**src/rtl/core/vkvfl_pkg.sv**
```systemverilog
// shared types and constants for the versioned key/value floor lookup
`timescale 1ns / 1ps

package vkvfl_pkg;

  localparam int KEY_SLOTS       = 16;
  localparam int ENTRIES_PER_KEY = 64;
  localparam int KEY_W           = $clog2(KEY_SLOTS);
  localparam int IDX_W           = $clog2(ENTRIES_PER_KEY);
  localparam int CNT_W           = IDX_W + 1;
  localparam int ADDR_W          = KEY_W + IDX_W;
  localparam int STORE_DEPTH     = KEY_SLOTS * ENTRIES_PER_KEY;
  localparam int STAMP_W         = 31;
  localparam int VAL_W           = 32;

  localparam logic [CNT_W-1:0] CNT_FULL = CNT_W'(ENTRIES_PER_KEY);

  localparam logic OP_SET = 1'b0;
  localparam logic OP_GET = 1'b1;

  typedef enum logic [1:0] {
    ST_OK        = 2'd0,
    ST_NOT_FOUND = 2'd1,
    ST_FULL      = 2'd2,
    ST_ORDER     = 2'd3
  } status_t;

  typedef struct packed {
    logic              en;
    logic [ADDR_W-1:0] addr;
    logic [STAMP_W-1:0] stamp;
    logic [VAL_W-1:0]  value;
  } mem_wr_t;

  typedef struct packed {
    logic             inc;
    logic [KEY_W-1:0] key;
  } cnt_upd_t;

endpackage

```
**src/rtl/core/vkvfl_ctrl.sv**
```systemverilog
// sequencer: append check and binary search over one slot with a shared compare
`timescale 1ns / 1ps

module vkvfl_ctrl
  import vkvfl_pkg::*;
(
  input  logic               clk,
  input  logic               rst_n,
  input  logic               start,
  input  logic               in_operation,
  input  logic [KEY_W-1:0]   in_key_id,
  input  logic [STAMP_W-1:0] in_stamp,
  input  logic [VAL_W-1:0]   in_write_value,
  input  logic [CNT_W-1:0]   slot_count,
  input  logic [STAMP_W-1:0] rd_stamp,
  input  logic [VAL_W-1:0]   rd_value,
  output logic               busy,
  output mem_wr_t            mem_wr,
  output logic [ADDR_W-1:0]  rd_addr,
  output cnt_upd_t           cnt_upd,
  output logic               out_valid,
  output logic [1:0]         out_status,
  output logic [VAL_W-1:0]   out_read_value
);

  typedef enum logic [5:0] {
    S_IDLE = 6'b000001,
    S_SRD  = 6'b000010,
    S_SCMP = 6'b000100,
    S_GRD  = 6'b001000,
    S_GCMP = 6'b010000,
    S_GVAL = 6'b100000
  } state_t;

  state_t             state_r, state_nxt;
  logic [KEY_W-1:0]   key_r, key_nxt;
  logic [STAMP_W-1:0] stamp_r, stamp_nxt;
  logic [VAL_W-1:0]   wval_r, wval_nxt;
  logic [CNT_W-1:0]   n_r, n_nxt;
  logic [CNT_W-1:0]   lo_r, lo_nxt;
  logic [CNT_W-1:0]   hi_r, hi_nxt;
  logic               valid_r, valid_nxt;
  status_t            status_r, status_nxt;
  logic [VAL_W-1:0]   rval_r, rval_nxt;

  logic [CNT_W-1:0]   mid;
  logic [CNT_W-1:0]   last_idx;
  logic [CNT_W-1:0]   lo_dec;
  logic [STAMP_W-1:0] cmp_a;
  logic [STAMP_W-1:0] cmp_b;
  logic               stamp_le;

  assign mid      = lo_r + ((hi_r - lo_r) >> 1);
  assign last_idx = n_r - CNT_W'(1);
  assign lo_dec   = lo_r - CNT_W'(1);
  // append check: new stamp not above last; search: entry not above query
  assign cmp_a    = (state_r == S_SCMP) ? stamp_r : rd_stamp;
  assign cmp_b    = (state_r == S_SCMP) ? rd_stamp : stamp_r;
  assign stamp_le = (cmp_a <= cmp_b);

  always_comb begin
    state_nxt  = state_r;
    key_nxt    = key_r;
    stamp_nxt  = stamp_r;
    wval_nxt   = wval_r;
    n_nxt      = n_r;
    lo_nxt     = lo_r;
    hi_nxt     = hi_r;
    valid_nxt  = 1'b0;
    status_nxt = status_r;
    rval_nxt   = '0;
    mem_wr     = '0;
    rd_addr    = {key_r, mid[IDX_W-1:0]};
    cnt_upd    = '0;
    unique case (state_r)
      S_IDLE: begin
        if (start) begin
          key_nxt   = in_key_id;
          stamp_nxt = in_stamp;
          wval_nxt  = in_write_value;
          n_nxt     = slot_count;
          lo_nxt    = '0;
          hi_nxt    = slot_count;
          if (in_operation == OP_SET) begin
            if (slot_count == CNT_FULL) begin
              valid_nxt  = 1'b1;
              status_nxt = ST_FULL;
            end else if (slot_count == '0) begin
              mem_wr.en    = 1'b1;
              mem_wr.addr  = {in_key_id, IDX_W'(0)};
              mem_wr.stamp = in_stamp;
              mem_wr.value = in_write_value;
              cnt_upd.inc  = 1'b1;
              cnt_upd.key  = in_key_id;
              valid_nxt    = 1'b1;
              status_nxt   = ST_OK;
            end else begin
              state_nxt = S_SRD;
            end
          end else begin
            state_nxt = S_GRD;
          end
        end
      end
      S_SRD: begin
        rd_addr   = {key_r, last_idx[IDX_W-1:0]};
        state_nxt = S_SCMP;
      end
      S_SCMP: begin
        valid_nxt = 1'b1;
        state_nxt = S_IDLE;
        if (stamp_le) begin
          status_nxt = ST_ORDER;
        end else begin
          mem_wr.en    = 1'b1;
          mem_wr.addr  = {key_r, n_r[IDX_W-1:0]};
          mem_wr.stamp = stamp_r;
          mem_wr.value = wval_r;
          cnt_upd.inc  = 1'b1;
          cnt_upd.key  = key_r;
          status_nxt   = ST_OK;
        end
      end
      S_GRD: begin
        if (lo_r < hi_r) begin
          state_nxt = S_GCMP;
        end else if (lo_r == '0) begin
          valid_nxt  = 1'b1;
          status_nxt = ST_NOT_FOUND;
          state_nxt  = S_IDLE;
        end else begin
          rd_addr   = {key_r, lo_dec[IDX_W-1:0]};
          state_nxt = S_GVAL;
        end
      end
      S_GCMP: begin
        if (stamp_le) begin
          lo_nxt = mid + CNT_W'(1);
        end else begin
          hi_nxt = mid;
        end
        state_nxt = S_GRD;
      end
      S_GVAL: begin
        valid_nxt  = 1'b1;
        status_nxt = ST_OK;
        rval_nxt   = rd_value;
        state_nxt  = S_IDLE;
      end
      default: state_nxt = S_IDLE;
    endcase
  end

  always_ff @(posedge clk) begin
    if (!rst_n) begin
      state_r <= S_IDLE;
      valid_r <= 1'b0;
    end else begin
      state_r <= state_nxt;
      valid_r <= valid_nxt;
    end
  end

  always_ff @(posedge clk) begin
    key_r    <= key_nxt;
    stamp_r  <= stamp_nxt;
    wval_r   <= wval_nxt;
    n_r      <= n_nxt;
    lo_r     <= lo_nxt;
    hi_r     <= hi_nxt;
    status_r <= status_nxt;
    rval_r   <= rval_nxt;
  end

  assign busy           = (state_r != S_IDLE);
  assign out_valid      = valid_r;
  assign out_status     = status_r;
  assign out_read_value = rval_r;

endmodule

```
**config.mk**
```make
export PLATFORM = sky130hd
export DESIGN_NAME = vkvfl_ctrl
export DESIGN_NICKNAME = d
export VERILOG_FILES = /design/src/rtl/core/vkvfl_pkg.sv /design/src/rtl/core/vkvfl_ctrl.sv
export SDC_FILE = /design/constraint.sdc
export NUM_CORES = 1
export LEC_CHECK = 0
export BUFFER_PORTS_ARGS = -buffer_cell sky130_fd_sc_hd__buf_2
export CAP_MARGIN = 0
export CORE_ASPECT_RATIO = 1.5
export CORE_MARGIN = 2
export CORE_UTILIZATION = 50
export DETAILED_ROUTE_END_ITERATION = 12
export GPL_TIMING_DRIVEN = 0
export PLACE_DENSITY = 0.9
export SETUP_SLACK_MARGIN = 0.02
export SYNTH_ARGS = -nofsm -noshare
export SYNTH_HDL_FRONTEND = slang
export SYNTH_SLANG_ARGS = --single-unit
```
**constraint.sdc**
```tcl
create_clock -name clk -period 5.5 [get_ports clk]
set_input_delay 0.55 -clock clk [delete_from_list [all_inputs] [get_ports clk]]
set_output_delay 0.55 -clock clk [all_outputs]
set_load 0.02 [all_outputs]
```
==> flow_results.xml <==
<?xml version="1.0" encoding="UTF-8"?>
<metrics>
  <group name="setup_path">
    <metric name="crit_end" unit="">rd_addr[5]</metric>
    <metric name="wp_data_required" unit="ns">4.95</metric>
    <metric name="worst_path_arrival" unit="ns">3.93</metric>
    <metric name="reg2reg_from" unit="">lo_r[1]$_SDFFCE_PN0P_</metric>
    <metric name="reg2reg_slack" unit="ns">1.79</metric>
    <metric name="crit_end_category" unit="">output pin</metric>
    <metric name="setup.worst_path.start_class" unit="">register</metric>
    <metric name="crit-reg2reg-capture" unit="">lo_r[6]$_SDFFCE_PN0P_</metric>
    <metric name="critical_path_peak_fanout" unit="">6</metric>
    <metric name="crit_type" unit="">reg -&gt; out</metric>
    <metric name="setup.worst_path.start" unit="">lo_r[1]$_SDFFCE_PN0P_</metric>
    <metric name="r2r.worst_path.cells" unit="">14</metric>
  </group>
  <group name="logic_synthesis">
    <metric name="ys_top_cells_by_area" unit="">sky130_fd_sc_hd__edfxtp_1, sky130_fd_sc_hd__dfxtp_1, sky130_fd_sc_hd__a22o_1, sky130_fd_sc_hd__and2_1, sky130_fd_sc_hd__ha_1</metric>
    <metric name="synth_seq_cells" unit="">128</metric>
    <metric name="yosysSeqAreaShare" unit="">0.5008</metric>
    <metric name="synth_top_area_share" unit="">0.3876</metric>
    <metric name="ys_async_sr_fraction" unit="">0</metric>
    <metric name="ys_warn_count" unit="">0</metric>
    <metric name="netlist_area" unit="µm²">6895</metric>
    <metric name="synth.net_count" unit="">782</metric>
    <metric name="synth_cell_type_count" unit="">65</metric>
    <metric name="ys_dominant_reg_cell" unit="">sky130_fd_sc_hd__edfxtp_1</metric>
    <metric name="synth_top_cell_by_area" unit="">sky130_fd_sc_hd__edfxtp_1</metric>
    <metric name="syn_inst" unit="">621</metric>
    <metric name="count_of_flip_flops_with_a_built_in_enable_after_synthesis" unit="">89</metric>
    <metric name="syn_area_per_cell" unit="µm²">11.10</metric>
  </group>
  <group name="placed_design">
    <metric name="routabilityCongestion" unit="">0.9179</metric>
    <metric name="dp_hpwl" unit="µm">15390</metric>
    <metric name="io_buffer_count" unit="">265</metric>
  </group>
  <group name="finish">
    <metric name="syn_to_final_growth" unit="%">31.46</metric>
    <metric name="layout.cells.most_common_list" unit="">sky130_fd_sc_hd__buf_2, sky130_fd_sc_hd__edfxtp_1, sky130_fd_sc_hd__a22o_1</metric>
    <metric name="share_of_post_route_cells_with_drive_strength_above_1" unit="">0.3543</metric>
    <metric name="n_fill_cell" unit="">1057</metric>
    <metric name="mostFrequentLayoutCell" unit="">sky130_fd_sc_hd__buf_2</metric>
    <metric name="layout.nets" unit="">1068</metric>
  </group>
  <group name="power_and_ir_drop">
    <metric name="vdd_drop_max" unit="V">0.0004332</metric>
    <metric name="report.power.total" unit="mW">4.608</metric>
    <metric name="total_leakage_power" unit="nW">4.135</metric>
    <metric name="p_per_area" unit="nW/µm²">508.3</metric>
  </group>
  <group name="sta">
    <metric name="timing_worst_slew_pin_value" unit="ns">0.7505</metric>
    <metric name="timing.final.hold_violations" unit="">0</metric>
    <metric name="post-route-min-period" unit="ns">4.475</metric>
    <metric name="finalClockSkew" unit="ns">0.01830</metric>
    <metric name="final_max_slew_viol_count" unit="">0</metric>
    <metric name="finalCritPeriodShare" unit="">0.8137</metric>
    <metric name="timing.slew.headroom" unit="">0.4952</metric>
    <metric name="rsz0062_at_grt" unit="">no</metric>
    <metric name="fmax" unit="GHz">0.2235</metric>
    <metric name="hold_ws" unit="ns">0.3215</metric>
    <metric name="final-setup-viol-count" unit="">0</metric>
  </group>
  <group name="detailed_routing">
    <metric name="drt_first_pass_iters" unit="">6</metric>
    <metric name="met2_length" unit="µm">10640</metric>
    <metric name="drt-initial-drc-count" unit="">335</metric>
    <metric name="detail-route-antenna-nets" unit="">0</metric>
    <metric name="detail_route.wl_per_cell" unit="µm">18.39</metric>
    <metric name="m1WireLength" unit="µm">7519</metric>
    <metric name="via_per_inst" unit="">5.677</metric>
    <metric name="top_signal_layer_used" unit="">met5</metric>
    <metric name="wl_met3" unit="µm">1092</metric>
    <metric name="route.vias.total" unit="">6148</metric>
    <metric name="route.detailed.drc" unit="">0</metric>
    <metric name="wirelength" unit="µm">19920</metric>
  </group>
  <group name="cts">
    <metric name="root_buffer" unit="">sky130_fd_sc_hd__clkbuf_16</metric>
    <metric name="cts-resized-gates" unit="">0</metric>
    <metric name="cts_setup_buffers" unit="">0</metric>
    <metric name="tritoncts_num_sinks" unit="">128</metric>
    <metric name="tritoncts" unit="">yes</metric>
    <metric name="cts_buffers" unit="">17</metric>
    <metric name="ctsHtreeMaxLevel" unit="">4</metric>
    <metric name="cts_buffer_depth" unit="">2</metric>
    <metric name="clock_latency" unit="ns">0.42</metric>
    <metric name="postCtsHoldBufs" unit="">0</metric>
    <metric name="clkSlewWorstSetupHoldPaths" unit="ns">0.07</metric>
  </group>
  <group name="global_route">
    <metric name="antenna_violations_before_repair" unit="">2</metric>
    <metric name="overflow" unit="">0</metric>
    <metric name="global_route_wire_length_before_repair" unit="µm">30220</metric>
    <metric name="grt_start_max_net_pins" unit="">34</metric>
    <metric name="vias_in_the_first_global_route" unit="">6269</metric>
    <metric name="groute.usage.overall" unit="">0.2642</metric>
  </group>
  <group name="floorplan">
    <metric name="core" unit="µm²">13470</metric>
    <metric name="floorplan_die_area" unit="µm²">14770</metric>
    <metric name="top_level_ports" unit="">266</metric>
    <metric name="fp-row-count" unit="">52</metric>
    <metric name="chipHeight" unit="µm">147.8</metric>
    <metric name="start_util" unit="">0.5120</metric>
    <metric name="floorplan.die.width" unit="µm">99.89</metric>
  </group>
  <group name="worst_hold_path">
    <metric name="hold_class" unit="">in -&gt; reg</metric>
  </group>
  <group name="status">
    <metric name="outcome" unit="">complete, no violations</metric>
  </group>
  <group name="flow_run">
    <metric name="timing.max_cap.violations" unit="">0</metric>
  </group>
</metrics>
layout make-up:
cell class / count / area (µm²) / share of cell area
Antenna cell: 1 / 2.502 / 0.0002761
Multi-Input combinational cell: 426 / 3128 / 0.3451
Tap cell: 162 / 202.7 / 0.02236
Clock inverter: 14 / 140.1 / 0.01546
Buffer: 29 / 178.9 / 0.01974
Inverter: 38 / 142.6 / 0.01574
Timing Repair Buffer: 267 / 1366 / 0.1507
Clock buffer: 18 / 450.4 / 0.04969
Sequential cell: 128 / 3453 / 0.3810
where the power goes:
| group | internal (mW) | total, mW | switching [mW] |
|---|---|---|---|
| logic | 0.804 | 2.09 | 1.29 |
| clock network | 0.664 | 1.13 | 0.470 |
| registers | 1.25 | 1.38 | 0.130 |
| total | 2.72 | 4.61 | 1.89 |
critical path, cell delays in order, from the launching register on:
cell,delay (ns)
sky130_fd_sc_hd__edfxtp_1,0.44
sky130_fd_sc_hd__inv_1,0.23
sky130_fd_sc_hd__ha_1,0.29
sky130_fd_sc_hd__nor2b_1,0.13
sky130_fd_sc_hd__o21ai_0,0.22
sky130_fd_sc_hd__a21boi_0,0.18
sky130_fd_sc_hd__o31a_1,0.30
sky130_fd_sc_hd__a21oi_1,0.22
sky130_fd_sc_hd__ha_1,0.30
sky130_fd_sc_hd__a21oi_1,0.19
sky130_fd_sc_hd__o21ai_0,0.14
sky130_fd_sc_hd__xor2_1,0.38
sky130_fd_sc_hd__nand3_1,0.13
sky130_fd_sc_hd__o211ai_1,0.16
sky130_fd_sc_hd__buf_2,0.21
routing by layer:
layer  vias to the layer above  global-route usage
met1                      2960              0.2866
met5                         -                   0
met2                       243              0.4777
li1                       2896                   -
met3                        47             0.05390
met4                         2              0.1384
registers in the layout, summed over array words and instances, names as in the netlist:
| name | count |
|---|---|
| out_status | 2 |
| stamp_r | 31 |
| hi_r | 7 |
| key_r | 4 |
| wval_r | 32 |
| n_r | 6 |
| lo_r | 7 |
| out_valid | 1 |
| state_r | 6 |
| out_read_value | 32 |
cell usage after synthesis (4+ instances only):
cell / count
sky130_fd_sc_hd__edfxtp_1: 89
sky130_fd_sc_hd__a22o_1: 67
sky130_fd_sc_hd__and2_1: 41
sky130_fd_sc_hd__dfxtp_1: 39
sky130_fd_sc_hd__inv_1: 38
sky130_fd_sc_hd__nor2b_1: 26
sky130_fd_sc_hd__nor2_1: 24
sky130_fd_sc_hd__xnor2_1: 24
sky130_fd_sc_hd__nand2_1: 23
sky130_fd_sc_hd__nand2b_1: 20
sky130_fd_sc_hd__a21oi_1: 18
sky130_fd_sc_hd__ha_1: 18
sky130_fd_sc_hd__o21ai_0: 17
sky130_fd_sc_hd__xor2_1: 17
sky130_fd_sc_hd__clkbuf_1: 15
sky130_fd_sc_hd__nand3_1: 11
sky130_fd_sc_hd__nor4_1: 8
sky130_fd_sc_hd__o211ai_1: 8
sky130_fd_sc_hd__o221ai_1: 8
sky130_fd_sc_hd__maj3_1: 7
sky130_fd_sc_hd__buf_4: 6
sky130_fd_sc_hd__buf_6: 6
sky130_fd_sc_hd__nand4_1: 6
sky130_fd_sc_hd__nand3b_1: 5
sky130_fd_sc_hd__nor3_1: 5
sky130_fd_sc_hd__a211oi_1: 4
sky130_fd_sc_hd__a21boi_0: 4
sky130_fd_sc_hd__and3_1: 4
sky130_fd_sc_hd__mux2_2: 4
worst min-delay path by stage:
stage	slack (ns)	to	depth (start not counted)	start
final	0.32	wval_r[4]$_DFFE_PP_	1	in_write_value[4]
after CTS	0.31	wval_r[4]$_DFFE_PP_	1	in_write_value[4]
after global routing	0.31	wval_r[25]$_DFFE_PP_	1	in_write_value[25]
after floorplan	0.64	state_r[0]$_SDFFE_PN1P_	2	state_r[1]$_SDFFE_PN0P_
after detailed placement	0.74	state_r[0]$_SDFFE_PN1P_	2	state_r[4]$_SDFFE_PN0P_
after global placement	0.72	state_r[4]$_SDFFE_PN0P_	2	state_r[2]$_SDFFE_PN0P_
logic make-up (layout without fill, tap and decap cells):
kind of cell,Yosys count,in the layout,synth area share
AOI/OAI and AO/OA,164,164,0.1836
xor gates and xnor gates,41,41,0.05208
adders and majority gates,30,30,0.05353
DFF,128,128,0.5008
muxes,4,4,0.006532
other,0,1,0
and+or+nand+nor,187,187,0.1568
buffers and inverters,67,366,0.04663
stage by stage:
step	util	TNS (ns)	std cells	area (µm²)	setup slack, ns
6_report	0.6731	0	1083	9065	1.025
5_1_grt	0.6729	0	1082	9062	0.7514
4_1_cts	0.6729	0	1082	9062	1.028
3_5_place_dp	0.6290	0	1050	8472	1.488
3_3_place_gp	0.6255	-52.71	1048	8424	-0.7245
2_1_floorplan	-	0	621	6895	0.7543
(Power assumes the default switching activity.)
